==> src/design/serial_chain_forward_kinematics_unit_macros.svh <==
// Assertion macros for the serial chain forward kinematics unit.
// Included by the modules that assert; no other dependencies.
`ifndef SERIAL_CHAIN_FORWARD_KINEMATICS_UNIT_MACROS_SVH
`define SERIAL_CHAIN_FORWARD_KINEMATICS_UNIT_MACROS_SVH
`ifndef ASSERT_OFF
`define SCFK_ASSERT(label, clk, rst_n, prop) \
    label: assert property (@(posedge clk) disable iff (!rst_n) prop) \
        else $error("assertion failed");
`define SCFK_ASSERT_ALWAYS(label, clk, prop) \
    label: assert property (@(posedge clk) prop) else $error("assertion failed");
`else
`define SCFK_ASSERT(label, clk, rst_n, prop)
`define SCFK_ASSERT_ALWAYS(label, clk, prop)
`endif
`endif

==> src/design/scfk_pkg.sv <==
// Shared constants, types and functions of the forward kinematics unit.
// No dependencies.
package scfk_pkg;

    localparam int MAX_JOINTS   = 32;
    localparam int CORDIC_STEPS = 16;
    localparam int JCNT_W       = $clog2(MAX_JOINTS);
    localparam int STEP_W       = $clog2(CORDIC_STEPS + 1);

    localparam logic [1:0] REG_CHAIN_TYPE = 2'd0;
    localparam logic [1:0] REG_HALF_LEN   = 2'd1;
    localparam logic [1:0] REG_IN_TO_JNT  = 2'd2;
    localparam logic [1:0] REG_JNT_TO_OUT = 2'd3;

    localparam logic signed [33:0] PI_Q30      = 34'sd3373259426;
    localparam logic signed [33:0] HALF_PI_Q30 = 34'sd1686629713;
    localparam logic signed [33:0] INV_GAIN    = 34'sd652032874;
    localparam logic signed [17:0] ONE_Q16     = 18'sd65536;

    typedef logic signed [17:0] t_rot;
    typedef logic signed [31:0] t_off;

    typedef struct packed {
        logic              start;
        logic signed [15:0] angle;
    } t_cordic_req;

    typedef struct packed {
        logic done;
        t_rot sin_v;
        t_rot cos_v;
    } t_cordic_rsp;

    function automatic logic signed [33:0] atan_q30(input logic [4:0] i);
        logic signed [33:0] v;
        unique case (i)
            5'd0: v = 34'sd843314856;   5'd1: v = 34'sd497837829;
            5'd2: v = 34'sd263043836;   5'd3: v = 34'sd133525158;
            5'd4: v = 34'sd67021686;    5'd5: v = 34'sd33543515;
            5'd6: v = 34'sd16775850;    5'd7: v = 34'sd8388437;
            5'd8: v = 34'sd4194282;     5'd9: v = 34'sd2097149;
            5'd10: v = 34'sd1048575;    5'd11: v = 34'sd524287;
            5'd12: v = 34'sd262143;     5'd13: v = 34'sd131071;
            5'd14: v = 34'sd65535;      5'd15: v = 34'sd32767;
            5'd16: v = 34'sd16383;      5'd17: v = 34'sd8191;
            5'd18: v = 34'sd4095;       5'd19: v = 34'sd2047;
            5'd20: v = 34'sd1023;       5'd21: v = 34'sd511;
            5'd22: v = 34'sd255;        5'd23: v = 34'sd127;
            default: v = 34'sd0;
        endcase
        return v;
    endfunction

endpackage

==> src/design/scfk_if.sv <==
// Valid/ready channel interfaces for joints, rows and configuration writes.
// Depends on nothing.
interface scfk_joint_if;
    logic               valid;
    logic               ready;
    logic signed [15:0] joint_angle;
    logic               last_joint;
    modport source (output valid, joint_angle, last_joint, input ready);
    modport sink (input valid, joint_angle, last_joint, output ready);
endinterface

interface scfk_row_if;
    logic               valid;
    logic               ready;
    logic [5:0]         module_index;
    logic [1:0]         row_index;
    logic signed [17:0] col_x;
    logic signed [17:0] col_y;
    logic signed [17:0] col_z;
    logic signed [31:0] offset;
    logic               last_row;
    logic               chain_end;
    modport source (output valid, module_index, row_index, col_x, col_y, col_z, offset,
                    last_row, chain_end, input ready);
    modport sink (input valid, module_index, row_index, col_x, col_y, col_z, offset,
                  last_row, chain_end, output ready);
endinterface

interface scfk_cfg_if;
    logic        valid;
    logic        ready;
    logic [1:0]  index;
    logic [23:0] data;
    modport source (output valid, index, data, input ready);
    modport sink (input valid, index, data, output ready);
endinterface

==> src/design/scfk_cordic.sv <==
// Iterative CORDIC sine/cosine, one rotation step per cycle.
// Depends on scfk_pkg and the assertion macro header.
`include "serial_chain_forward_kinematics_unit_macros.svh"
module scfk_cordic
    import scfk_pkg::*;
(
    input  logic        i_clk,
    input  logic        i_rst_n,
    input  t_cordic_req i_req,
    output t_cordic_rsp o_rsp
);
    logic signed [33:0] r_x, r_y, r_z, n_x, n_y, n_z;
    logic [STEP_W-1:0]  r_step, n_step;
    logic               r_busy, n_busy, r_flip, n_flip, r_done, n_done;
    t_rot               r_sin, r_cos, n_sin, n_cos;
    logic signed [33:0] z0, xr, yr;
    logic signed [20:0] xs, ys;

    function automatic t_rot fin(input logic signed [33:0] v, input logic flip);
        logic signed [20:0] s;
        t_rot c;
        s = 21'((v + 34'sd8192) >>> 14);
        if (s > 21'sd65536) c = ONE_Q16;
        else if (s < -21'sd65536) c = -ONE_Q16;
        else c = s[17:0];
        return flip ? -c : c;
    endfunction

    always_comb begin
        n_x = r_x; n_y = r_y; n_z = r_z; n_step = r_step; n_busy = r_busy;
        n_flip = r_flip; n_done = 1'b0; n_sin = r_sin; n_cos = r_cos;
        z0 = 34'(i_req.angle) <<< 17;
        xr = r_x >>> r_step; yr = r_y >>> r_step;
        xs = '0; ys = '0;
        if (i_req.start) begin
            n_busy = 1'b1; n_step = '0; n_x = INV_GAIN; n_y = '0; n_flip = 1'b0; n_z = z0;
            if (z0 > HALF_PI_Q30) begin
                n_z = z0 - PI_Q30; n_flip = 1'b1;
            end else if (z0 < -HALF_PI_Q30) begin
                n_z = z0 + PI_Q30; n_flip = 1'b1;
            end
        end else if (r_busy) begin
            if (r_step == STEP_W'(CORDIC_STEPS)) begin
                n_busy = 1'b0; n_done = 1'b1;
                n_sin = fin(r_y, r_flip); n_cos = fin(r_x, r_flip);
            end else begin
                if (!r_z[33]) begin
                    n_x = r_x - yr; n_y = r_y + xr; n_z = r_z - atan_q30(5'(r_step));
                end else begin
                    n_x = r_x + yr; n_y = r_y - xr; n_z = r_z + atan_q30(5'(r_step));
                end
                n_step = r_step + 1'b1;
            end
        end
    end

    always_ff @(posedge i_clk) begin
        r_x <= n_x; r_y <= n_y; r_z <= n_z; r_flip <= n_flip;
        r_sin <= n_sin; r_cos <= n_cos; r_step <= n_step;
        if (!i_rst_n) begin
            r_busy <= 1'b0; r_done <= 1'b0;
        end else begin
            r_busy <= n_busy; r_done <= n_done;
        end
    end

    assign o_rsp = '{done: r_done, sin_v: r_sin, cos_v: r_cos};

    `SCFK_ASSERT(a_done_after_busy, i_clk, i_rst_n, r_done |-> $past(r_busy))
    `SCFK_ASSERT(a_step_bound, i_clk, i_rst_n, r_busy |-> r_step <= STEP_W'(CORDIC_STEPS))
    `SCFK_ASSERT(a_no_done_busy, i_clk, i_rst_n, !(r_done && r_busy))
endmodule

==> src/design/scfk_mac.sv <==
// Shared multiply-accumulate unit: one 18x33 product per cycle into a wide sum.
// Depends on scfk_pkg.
module scfk_mac
    import scfk_pkg::*;
(
    input  logic               i_clk,
    input  logic               i_clr,
    input  logic               i_en,
    input  logic signed [17:0] i_a,
    input  logic signed [32:0] i_b,
    output logic signed [55:0] o_acc
);
    logic signed [50:0] r_prod;
    logic               r_vld;
    logic signed [55:0] r_acc, n_acc;

    // register the product, then accumulate
    always_comb begin
        n_acc = r_acc;
        if (i_clr) n_acc = '0;
        else if (r_vld) n_acc = r_acc + 56'(r_prod);
    end

    always_ff @(posedge i_clk) begin
        r_prod <= i_a * i_b;
        r_vld  <= i_en;
        r_acc  <= n_acc;
    end

    assign o_acc = r_acc;
endmodule

==> src/design/serial_chain_forward_kinematics_unit.sv <==
// Serial chain forward kinematics: joint angles in, frame rows out.
// Uses the CORDIC unit and the shared multiply-accumulate unit.
// Channels: i_joint carries one joint angle (Q3.13) and a tail flag per
// transfer; o_row returns three transfers per joint, rows 0..2 of the new
// running frame: rotation row (Q1.16) and translation (Q16.16, saturated).
// The user must write the four configuration registers over i_cfg only
// while the block is idle; the block does not enforce this. A joint takes
// these steps in order: start the CORDIC unit, its 16 CORDIC steps,
// rounding and hand-over, two length products, then twelve sums (nine
// rotation entries, three offsets) of three products each through the single
// shared multiplier, each sum issuing its three products and then flushing
// the product register and the accumulator, and three row transfers.
// The block accepts no joint while a joint is in work or a row still waits;
// o_row.valid holds until the receiver takes each row, so a stalled
// receiver simply stalls the sequencer.
// Reset returns the frame to identity, the joint count to zero and the
// registers to their reset values; after the tail joint, or the joint
// numbered MAX_JOINTS-1, the frame goes back to identity for the next chain.
`include "serial_chain_forward_kinematics_unit_macros.svh"
module serial_chain_forward_kinematics_unit
    import scfk_pkg::*;
(
    input logic i_clk,
    input logic i_rst_n,
    scfk_joint_if.sink  i_joint,
    scfk_cfg_if.sink    i_cfg,
    scfk_row_if.source  o_row
);
    localparam logic [2:0] S_IDLE = 3'd0, S_TRIG = 3'd1, S_LEN = 3'd2,
                           S_MAC = 3'd3, S_EMIT = 3'd4;

    logic [2:0]        r_state, n_state;
    logic              r_type;
    logic [23:0]       r_half, r_in2j, r_j2o;
    t_rot              r_rot [9];
    t_off              r_off [3];
    t_rot              r_nrot [9];
    t_off              r_noff [3];
    logic [JCNT_W-1:0] r_jcnt;
    logic              r_tail;
    logic signed [15:0] r_angle;
    t_rot              r_sin, r_cos;
    logic signed [32:0] r_p [3];
    logic [3:0]        r_out;      // output entry: 0..8 rotation, 9..11 offsets
    logic [2:0]        r_term;     // product term within a sum, 0..2 issue, 3..4 flush
    logic [1:0]        r_emit;
    logic              r_lenph;

    t_cordic_req cq;
    t_cordic_rsp cr;
    logic               mclr, men;
    logic signed [17:0] ma;
    logic signed [32:0] mb;
    logic signed [55:0] macc;

    scfk_cordic u_cordic (.i_clk, .i_rst_n, .i_req(cq), .o_rsp(cr));
    scfk_mac u_mac (.i_clk, .i_clr(mclr), .i_en(men), .i_a(ma), .i_b(mb), .o_acc(macc));

    // relative rotation entry j,k for current joint
    function automatic t_rot rel(input logic ty, input logic odd, input t_rot s,
                                 input t_rot c, input logic [3:0] idx);
        t_rot v;
        v = '0;
        if (!ty) begin
            unique case (idx)
                4'd1: v = ONE_Q16; 4'd3: v = -c; 4'd5: v = s;
                4'd6: v = s; 4'd8: v = c;
                default: v = '0;
            endcase
        end else if (!odd) begin
            unique case (idx)
                4'd0: v = ONE_Q16; 4'd4: v = c; 4'd5: v = s;
                4'd7: v = -s; 4'd8: v = c;
                default: v = '0;
            endcase
        end else begin
            unique case (idx)
                4'd0: v = c; 4'd2: v = -s; 4'd4: v = ONE_Q16;
                4'd6: v = s; 4'd8: v = c;
                default: v = '0;
            endcase
        end
        return v;
    endfunction

    logic [1:0] ro, co, tj;
    logic [3:0] fidx, ridx;
    logic signed [17:0] sc_sel;
    logic signed [40:0] rnd;
    logic signed [39:0] lenr;
    t_rot               rot_sat;
    logic signed [56:0] offs;
    t_off               off_sat;
    logic               jodd;

    assign jodd = r_jcnt[0];
    assign cq.angle = r_angle;
    assign cq.start = (r_state == S_TRIG);

    always_comb begin
        // row of the output entry, then its column
        unique case (r_out)
            4'd0, 4'd1, 4'd2: ro = 2'd0;
            4'd3, 4'd4, 4'd5: ro = 2'd1;
            default:          ro = 2'd2;
        endcase
        co = 2'(r_out - 4'(ro) * 4'd3);
        tj = r_term[1:0];
        if (r_out < 4'd9) begin
            fidx = 4'(ro) * 4'd3 + 4'(tj);
            ridx = 4'(tj) * 4'd3 + 4'(co);
        end else begin
            fidx = 4'(r_out - 4'd9) * 4'd3 + 4'(tj);
            ridx = '0;
        end
        sc_sel = r_lenph ? r_cos : r_sin;
        mclr = 1'b0; men = 1'b0; ma = '0; mb = '0;
        if (r_state == S_LEN && !r_cwait && r_term < 3'd1) begin
            men = 1'b1; ma = sc_sel; mb = 33'(signed'({1'b0, r_type ? r_in2j : r_half}));
        end else if (r_state == S_MAC && r_term < 3'd3) begin
            men = 1'b1; ma = r_rot[fidx];
            mb = (r_out < 4'd9) ? 33'(rel(r_type, jodd, r_sin, r_cos, ridx)) : r_p[tj];
        end
        if ((r_state == S_LEN || r_state == S_MAC) && r_term == 3'd4) mclr = 1'b1;
        if (r_state == S_TRIG) mclr = 1'b1;
        rnd = 41'((macc + 56'sd32768) >>> 16);
        lenr = 40'(rnd);
        if (rnd > 41'sd131071) rot_sat = 18'sd131071;
        else if (rnd < -41'sd131072) rot_sat = -18'sd131072;
        else rot_sat = rnd[17:0];
        offs = 57'(rnd) + 57'(r_off[2'(r_out - 4'd9)]);
        if (offs > 57'sd2147483647) off_sat = 32'sh7fffffff;
        else if (offs < -57'sd2147483648) off_sat = 32'sh80000000;
        else off_sat = offs[31:0];
    end

    // sequencer
    always_comb begin
        n_state = r_state;
        unique case (r_state)
            S_IDLE: if (i_joint.valid) n_state = S_TRIG;
            S_TRIG: n_state = S_LEN;
            S_LEN:  if (r_lenph && r_term == 3'd4 && cr.done == 1'b0 && r_out == 4'd0)
                        n_state = S_MAC;
            S_MAC:  if (r_out == 4'd11 && r_term == 3'd4) n_state = S_EMIT;
            S_EMIT: if (o_row.ready && r_emit == 2'd2) n_state = S_IDLE;
            default: n_state = S_IDLE;
        endcase
    end

    logic r_cwait;
    always_ff @(posedge i_clk) begin
        if (!i_rst_n) begin
            r_state <= S_IDLE; r_type <= 1'b0; r_half <= 24'd1673;
            r_in2j <= 24'd94437; r_j2o <= 24'd70451; r_jcnt <= '0;
            for (int k = 0; k < 9; k++) r_rot[k] <= (k % 4 == 0) ? ONE_Q16 : '0;
            for (int k = 0; k < 3; k++) r_off[k] <= '0;
            r_cwait <= 1'b0;
        end else begin
            r_state <= n_state;
            if (i_cfg.valid && i_cfg.ready) begin
                unique case (i_cfg.index)
                    REG_CHAIN_TYPE: r_type <= i_cfg.data[0];
                    REG_HALF_LEN:   r_half <= i_cfg.data;
                    REG_IN_TO_JNT:  r_in2j <= i_cfg.data;
                    REG_JNT_TO_OUT: r_j2o <= i_cfg.data;
                    default: ;
                endcase
            end
            unique case (r_state)
                S_IDLE: if (i_joint.valid) begin
                    r_angle <= i_joint.joint_angle;
                    r_tail <= i_joint.last_joint || (r_jcnt == JCNT_W'(MAX_JOINTS - 1));
                end
                S_TRIG: begin r_cwait <= 1'b1; r_lenph <= 1'b0; r_term <= '0; r_out <= '0; end
                S_LEN: begin
                    if (cr.done) begin
                        r_sin <= cr.sin_v; r_cos <= cr.cos_v; r_cwait <= 1'b0;
                    end else if (!r_cwait) begin
                        if (r_term == 3'd4) begin
                            r_term <= '0;
                            r_lenph <= 1'b1;
                            if (!r_type) begin
                                if (!r_lenph) begin
                                    r_p[0] <= '0; r_p[1] <= 33'(-lenr);
                                end else
                                    r_p[2] <= 33'(-lenr - 40'(r_half));
                            end else if (!jodd) begin
                                if (!r_lenph) begin
                                    r_p[0] <= '0; r_p[1] <= 33'(-lenr);
                                end else
                                    r_p[2] <= 33'(-lenr - 40'(r_j2o));
                            end else begin
                                if (!r_lenph) begin
                                    r_p[0] <= 33'(lenr); r_p[1] <= '0;
                                end else
                                    r_p[2] <= 33'(-lenr - 40'(r_j2o));
                            end
                        end else r_term <= r_term + 1'b1;
                    end
                end
                S_MAC: begin
                    if (r_term == 3'd4) begin
                        r_term <= '0;
                        if (r_out < 4'd9) r_nrot[r_out] <= rot_sat;
                        else r_noff[2'(r_out - 4'd9)] <= off_sat;
                        r_out <= r_out + 1'b1;
                        if (r_out == 4'd11) r_emit <= '0;
                    end else r_term <= r_term + 1'b1;
                end
                S_EMIT: if (o_row.ready) begin
                    r_emit <= r_emit + 1'b1;
                    if (r_emit == 2'd2) begin
                        if (r_tail) begin
                            r_jcnt <= '0;
                            for (int k = 0; k < 9; k++) r_rot[k] <= (k % 4 == 0) ? ONE_Q16 : '0;
                            for (int k = 0; k < 3; k++) r_off[k] <= '0;
                        end else begin
                            r_jcnt <= r_jcnt + 1'b1;
                            r_rot <= r_nrot; r_off <= r_noff;
                        end
                    end
                end
                default: ;
            endcase
        end
    end

    assign i_joint.ready = (r_state == S_IDLE);
    assign i_cfg.ready = 1'b1;
    assign o_row.valid = (r_state == S_EMIT);
    assign o_row.module_index = 6'(7'(r_jcnt) + 7'd1);
    assign o_row.row_index = r_emit;
    assign o_row.col_x = r_nrot[4'(r_emit) * 4'd3];
    assign o_row.col_y = r_nrot[4'(r_emit) * 4'd3 + 4'd1];
    assign o_row.col_z = r_nrot[4'(r_emit) * 4'd3 + 4'd2];
    assign o_row.offset = r_noff[r_emit];
    assign o_row.last_row = (r_emit == 2'd2);
    assign o_row.chain_end = r_tail;

    `SCFK_ASSERT(a_one_side, i_clk, i_rst_n, !(i_joint.ready && o_row.valid))
    `SCFK_ASSERT(a_emit_row, i_clk, i_rst_n, o_row.valid |-> r_emit != 2'd3)
    `SCFK_ASSERT(a_mac_range, i_clk, i_rst_n, (r_state == S_MAC) |-> r_out < 4'd12)
endmodule

==> src/flat_wrapper.sv <==
// flat-port wrapper written by rule: the top's interface ports become plain ports
module serial_chain_forward_kinematics_unit_flat import scfk_pkg::*;
  (i_clk, i_rst_n, i_joint_valid, i_joint_joint_angle, i_joint_last_joint, i_joint_ready, i_cfg_valid, i_cfg_index, i_cfg_data, i_cfg_ready, o_row_valid, o_row_module_index, o_row_row_index, o_row_col_x, o_row_col_y, o_row_col_z, o_row_offset, o_row_last_row, o_row_chain_end, o_row_ready);
  scfk_joint_if i_joint_i ();
  scfk_cfg_if i_cfg_i ();
  scfk_row_if o_row_i ();
  input logic i_clk;
  input logic i_rst_n;
  input wire logic [$bits(i_joint_i.valid)-1:0] i_joint_valid;
  input wire logic [$bits(i_joint_i.joint_angle)-1:0] i_joint_joint_angle;
  input wire logic [$bits(i_joint_i.last_joint)-1:0] i_joint_last_joint;
  output wire logic [$bits(i_joint_i.ready)-1:0] i_joint_ready;
  input wire logic [$bits(i_cfg_i.valid)-1:0] i_cfg_valid;
  input wire logic [$bits(i_cfg_i.index)-1:0] i_cfg_index;
  input wire logic [$bits(i_cfg_i.data)-1:0] i_cfg_data;
  output wire logic [$bits(i_cfg_i.ready)-1:0] i_cfg_ready;
  output wire logic [$bits(o_row_i.valid)-1:0] o_row_valid;
  output wire logic [$bits(o_row_i.module_index)-1:0] o_row_module_index;
  output wire logic [$bits(o_row_i.row_index)-1:0] o_row_row_index;
  output wire logic [$bits(o_row_i.col_x)-1:0] o_row_col_x;
  output wire logic [$bits(o_row_i.col_y)-1:0] o_row_col_y;
  output wire logic [$bits(o_row_i.col_z)-1:0] o_row_col_z;
  output wire logic [$bits(o_row_i.offset)-1:0] o_row_offset;
  output wire logic [$bits(o_row_i.last_row)-1:0] o_row_last_row;
  output wire logic [$bits(o_row_i.chain_end)-1:0] o_row_chain_end;
  input wire logic [$bits(o_row_i.ready)-1:0] o_row_ready;
  assign i_joint_i.valid = i_joint_valid;
  assign i_joint_i.joint_angle = i_joint_joint_angle;
  assign i_joint_i.last_joint = i_joint_last_joint;
  assign i_joint_ready = i_joint_i.ready;
  assign i_cfg_i.valid = i_cfg_valid;
  assign i_cfg_i.index = i_cfg_index;
  assign i_cfg_i.data = i_cfg_data;
  assign i_cfg_ready = i_cfg_i.ready;
  assign o_row_valid = o_row_i.valid;
  assign o_row_module_index = o_row_i.module_index;
  assign o_row_row_index = o_row_i.row_index;
  assign o_row_col_x = o_row_i.col_x;
  assign o_row_col_y = o_row_i.col_y;
  assign o_row_col_z = o_row_i.col_z;
  assign o_row_offset = o_row_i.offset;
  assign o_row_last_row = o_row_i.last_row;
  assign o_row_chain_end = o_row_i.chain_end;
  assign o_row_i.ready = o_row_ready;
  serial_chain_forward_kinematics_unit u_core (.i_clk(i_clk), .i_rst_n(i_rst_n), .i_joint(i_joint_i), .i_cfg(i_cfg_i), .o_row(o_row_i));
endmodule
==> config.mk <==
export PLATFORM = sky130hd
export DESIGN_NAME = serial_chain_forward_kinematics_unit_flat
export DESIGN_NICKNAME = d
export VERILOG_FILES = /design/src/design/scfk_pkg.sv /design/src/design/scfk_if.sv /design/src/design/scfk_cordic.sv /design/src/design/scfk_mac.sv /design/src/design/serial_chain_forward_kinematics_unit.sv /design/src/flat_wrapper.sv
export VERILOG_INCLUDE_DIRS = /design/src /design/src/design
export SDC_FILE = /design/constraint.sdc
export NUM_CORES = 2
export LEC_CHECK = 0
export BUFFER_PORTS_ARGS = -buffer_cell sky130_fd_sc_hd__buf_2
export CAP_MARGIN = 20
export CORE_ASPECT_RATIO = 0.75
export CORE_MARGIN = 5
export CORE_UTILIZATION = 55
export DETAILED_ROUTE_END_ITERATION = 10
export MAX_ROUTING_LAYER = met4
export PLACE_DENSITY = 0.67
export SLEW_MARGIN = 25
export SYNTH_ARGS = -nofsm -noshare
export SYNTH_HDL_FRONTEND = slang
export SYNTH_SLANG_ARGS = --single-unit
==> constraint.sdc <==
create_clock -name i_clk -period 19.7 [get_ports i_clk]
set_input_delay 2.955 -clock i_clk [delete_from_list [all_inputs] [get_ports i_clk]]
set_output_delay 2.955 -clock i_clk [all_outputs]
set_load 0.005 [all_outputs]
==> results.json <==
{
  "slew_headroom_pct": 18.58,
  "grt_overflow": 0,
  "synth_compound_area_share_pct": 15.66,
  "vias_per_cell": 6.277,
  "vias": 76407,
  "std_cell_rows": 128,
  "finalCritPeriodShare_pct": 66.74,
  "slew_violations": 0,
  "hold_path_class": "reg -> reg",
  "critPathKind": "reg -> reg",
  "htreeDepth": 3,
  "startpoint": "u_core.r_out[0]$_SDFFCE_PN0P_",
  "r2r_slack_ns": 6.55,
  "worstSkewPairLatency_ns": 0.79,
  "place.gp.congestion": 1.010,
  "start_util_pct": 55.36,
  "clk_pin_slew_ns": 0.07,
  "maxUsedRoutingLayer": "met4",
  "rsz0062_at_grt": "no",
  "setup_viol": 0,
  "max_stage_delay_ns": 0.67,
  "dp_hpwl_um": 221400,
  "grt_util_all_layers_pct": 35.25,
  "synth_top_family_by_area": "adder cells",
  "grt_max_degree": 265,
  "drt-initial-drc-count": 8817,
  "drive_gt1_share_pct": 8.238,
  "crit_family": "adder cells",
  "r2r_start": "u_core.r_out[0]$_SDFFCE_PN0P_",
  "leakage_nw": 39.15,
  "grt_pass1_vias": 72719,
  "yosys.cell_types.count": 111,
  "hold_viol_final": 0,
  "post-place-ws_ns": 6.579,
  "yosys.area_share.simple_pct": 17.98,
  "ys_ff_latch": 1046,
  "io_buffers": 145,
  "cp-start-kind": "flop",
  "cp.buffers_inverters": 8,
  "nets": 10945,
  "syn_area_um2": 89900,
  "synth_top_area_share_pct": 16.40,
  "cts_resized": 0,
  "synthXorXnorAreaFrac_pct": 5.397,
  "grt_pass1_wl_um": 456700,
  "core_um2": 162400,
  "cap_violations": 0,
  "required_ns": 20.33,
  "fmax_ghz": 0.07606,
  "antenna_left": 0,
  "yosysSeqAreaShare_pct": 28.76,
  "wl_met1_um": 136600,
  "syn-instance-count": 10110,
  "clock-root-buffer": "clkbuf_16",
  "cp_slowest_cell": "and2_1",
  "irDropWorstVdd_mv": 0.09644,
  "synth.area.mux_share_pct": 7.108,
  "power_density_nw_per_um2": 107.5,
  "worst_pin_slew_ns": 1.209,
  "asyncSetResetFlopFracSynth_pct": 0,
  "crit_arrival_ns": 13.78,
  "endpoint_kind": "flop",
  "hold_buffers": 0,
  "worst_slack_ns": 6.552,
  "cp_num_cells": 45,
  "routedWlPerCell_um": 24.82,
  "finalClockSkew_ns": 0.09766,
  "crit_end": "u_core.u_mac.r_prod[47]$_DFF_P_",
  "drc": 0,
  "r2r-end": "u_core.u_mac.r_prod[47]$_DFF_P_",
  "synth_flop_cell": "dfxtp_1",
  "fin_hold_ws_ns": 0.4079,
  "synth_area_leaders": "edfxtp_1, fa_1, dfxtp_1, nand2_1, ha_1",
  "dieArea_um2": 171700,
  "tns_ns": 0,
  "synth_nets": 11149,
  "yosys.area_share.adder_pct": 18.64,
  "clock-sinks": 1046,
  "die_y_um": 360.1,
  "synth_edf_count": 491,
  "antenna_found_initial": 25,
  "worstPathMaxFanout": 36,
  "post-cts-setup-buffers": 0,
  "ioPinCount": 147,
  "cts_buffer_depth": 3,
  "yosysWarningCount": 0,
  "cts_tree": "done",
  "route.met2.wl_um": 117900,
  "status": "complete, no violations",
  "postRouteWirelength_um": 302200,
  "yosysTopAreaCell": "edfxtp_1",
  "syn_avg_cell_area_um2": 8.892,
  "die_w_um": 476.8,
  "syn_to_final_growth_pct": 7.353,
  "firstDrtPassIters": 8,
  "cts_buffers": 108,
  "wl_met3_um": 41510,
  "period_needed_ns": 13.15,
  "reg2reg_depth": 45
}
==> worst register-to-register path, delay by kind of cell, from the launching register on <==
family,cells,cell delay [ns]
DFF,1,0.52
xor gates and xnor gates,3,0.64
AOI/OAI and AO/OA,12,3.31
buffers and inverters,8,1.05
and+or+nand+nor,10,2.44
adders and majority gates,12,5.08
==> synthesized netlist by cell type (49+ instances only) <==
cell / n
a211oi_1: 51
a21boi_0: 320
a21o_1: 160
a21oi_1: 495
a31oi_1: 88
and2_1: 121
and3_1: 93
buf_1: 50
clkbuf_1: 506
dfxtp_1: 555
edfxtp_1: 491
fa_1: 580
ha_1: 411
inv_1: 891
mux2i_1: 296
mux4_2: 127
nand2_1: 1424
nand2b_1: 93
nand3_1: 173
nand3b_1: 269
nand4_1: 51
nor2_1: 744
nor2b_1: 87
nor3_1: 122
o211ai_1: 49
o21a_1: 55
o21ai_0: 400
o21ai_1: 62
o21bai_1: 51
xnor2_1: 330
xor2_1: 224
==> worst min-delay path by stage <==
stage | start | endpoint | slack (ns) | cells after the start
6_report | u_core.u_cordic.r_sin[11]$_DFFE_PP_ | u_core.r_sin[11]$_DFFE_PP_ | 0.41 | 0
5_1_grt | u_core.u_cordic.r_sin[17]$_DFFE_PP_ | u_core.r_sin[17]$_DFFE_PP_ | 0.42 | 0
4_1_cts | u_core.u_cordic.r_sin[11]$_DFFE_PP_ | u_core.r_sin[11]$_DFFE_PP_ | 0.40 | 0
3_5_place_dp | u_core.u_cordic.r_sin[0]$_DFFE_PP_ | u_core.r_sin[0]$_DFFE_PP_ | 0.41 | 0
3_3_place_gp | u_core.u_cordic.r_sin[1]$_DFFE_PP_ | u_core.r_sin[1]$_DFFE_PP_ | 0.40 | 0
2_1_floorplan | u_core.u_cordic.r_cos[0]$_DFFE_PP_ | u_core.r_cos[0]$_DFFE_PP_ | 0.40 | 0
==> placed cells by master, fill, tap and decap left out, types with 33 or more instances in the layout <==
master,instances
xor2_1,222
dfxtp_1,547
nor2_1,742
a311oi_1,33
o31ai_1,42
mux2i_1,295
and3_1,84
ha_1,408
nand2_1,1421
fa_1,580
xnor2_1,328
buf_4,150
a22oi_1,41
nand2b_1,92
nand3b_1,269
o21ai_1,70
a21o_1,160
nor4_1,35
nand4_1,51
a211oi_1,48
nand3_1,172
o211ai_1,49
nor3_1,121
a21oi_1,482
a21boi_0,320
and2_1,119
or2_2,33
o21bai_1,51
a31oi_1,87
buf_2,144
mux4_2,127
o21ai_0,391
inv_1,890
nor2b_1,85
o21a_1,54
clkbuf_16,115
edfxtp_1,491
or3_1,33
==> final cells by class <==
cell class / instances / area [µm²]
fillers: 14285 / 65880
multi-input cells: 7559 / 58710
flip-flops and latches: 1046 / 25870
inverters: 894 / 3357
clock buffers: 159 / 3263
well taps: 2145 / 2684
repair buffers: 297 / 1909
clock inverters: 47 / 650.6
diodes: 26 / 65.06
==> registers in the layout, indices dropped and copies added (netlist names), 2 cells and up, named ones only <==
| register | cells |
|---|---|
| u_core.r_nrot | 162 |
| u_core.r_sin | 18 |
| u_core.r_term | 3 |
| u_core.u_mac.r_prod | 51 |
| u_core.r_p | 99 |
| u_core.r_noff | 96 |
| u_core.r_state | 3 |
| u_core.r_j2o | 24 |
| u_core.r_off | 96 |
| u_core.u_cordic.r_z | 34 |
| u_core.u_cordic.r_y | 34 |
| u_core.u_cordic.r_step | 5 |
| u_core.u_cordic.r_x | 34 |
| u_core.r_cos | 18 |
| u_core.u_cordic.r_cos | 18 |
| u_core.o_row.row_index | 2 |
| u_core.r_rot | 162 |
| u_core.r_in2j | 24 |
| u_core.u_cordic.r_sin | 18 |
| u_core.r_half | 24 |
| u_core.r_jcnt | 5 |
| u_core.u_mac.o_acc | 56 |
| u_core.r_angle | 16 |
| u_core.r_out | 4 |
==> routing by layer <==
metal | track usage, % | up-vias
li1 | - | 34423
met1 | 52.24 | 37580
met2 | 46.27 | 3988
met3 | 12.32 | 416
met4 | 6.813 | 0
met5 | - | -
==> cell families (layout without fill, tap and decap cells) <==
logic type,after synthesis,after routing
compound gates,2149,2149
mux,468,468
simple gates,3396,3396
flops,1046,1046
other cells,1,27
fa+ha+maj,991,991
buf+inv,1505,1397
xor+xnor,554,554
==> metrics by stage <==
stage	utilization [%]	cell area [µm²]	cells	power (mW)
final	59.43	96510	12173	10.37
after global routing	59.42	96490	12165	10.94
after CTS	59.35	96380	12147	10.21
after detailed placement	56.94	92470	11941	7.945
after global placement	56.91	92420	11940	7.849
after floorplan	-	89900	10110	6.664
==> power breakdown <==
part / internal [mW] / leakage [nW] / switching (mW)
clock network: 1.28 / 1.92 / 0.956
logic: 2.07 / 28.2 / 3.12
registers: 2.61 / 9.03 / 0.333
No activity file was read; power rests on OpenSTA's default activity.
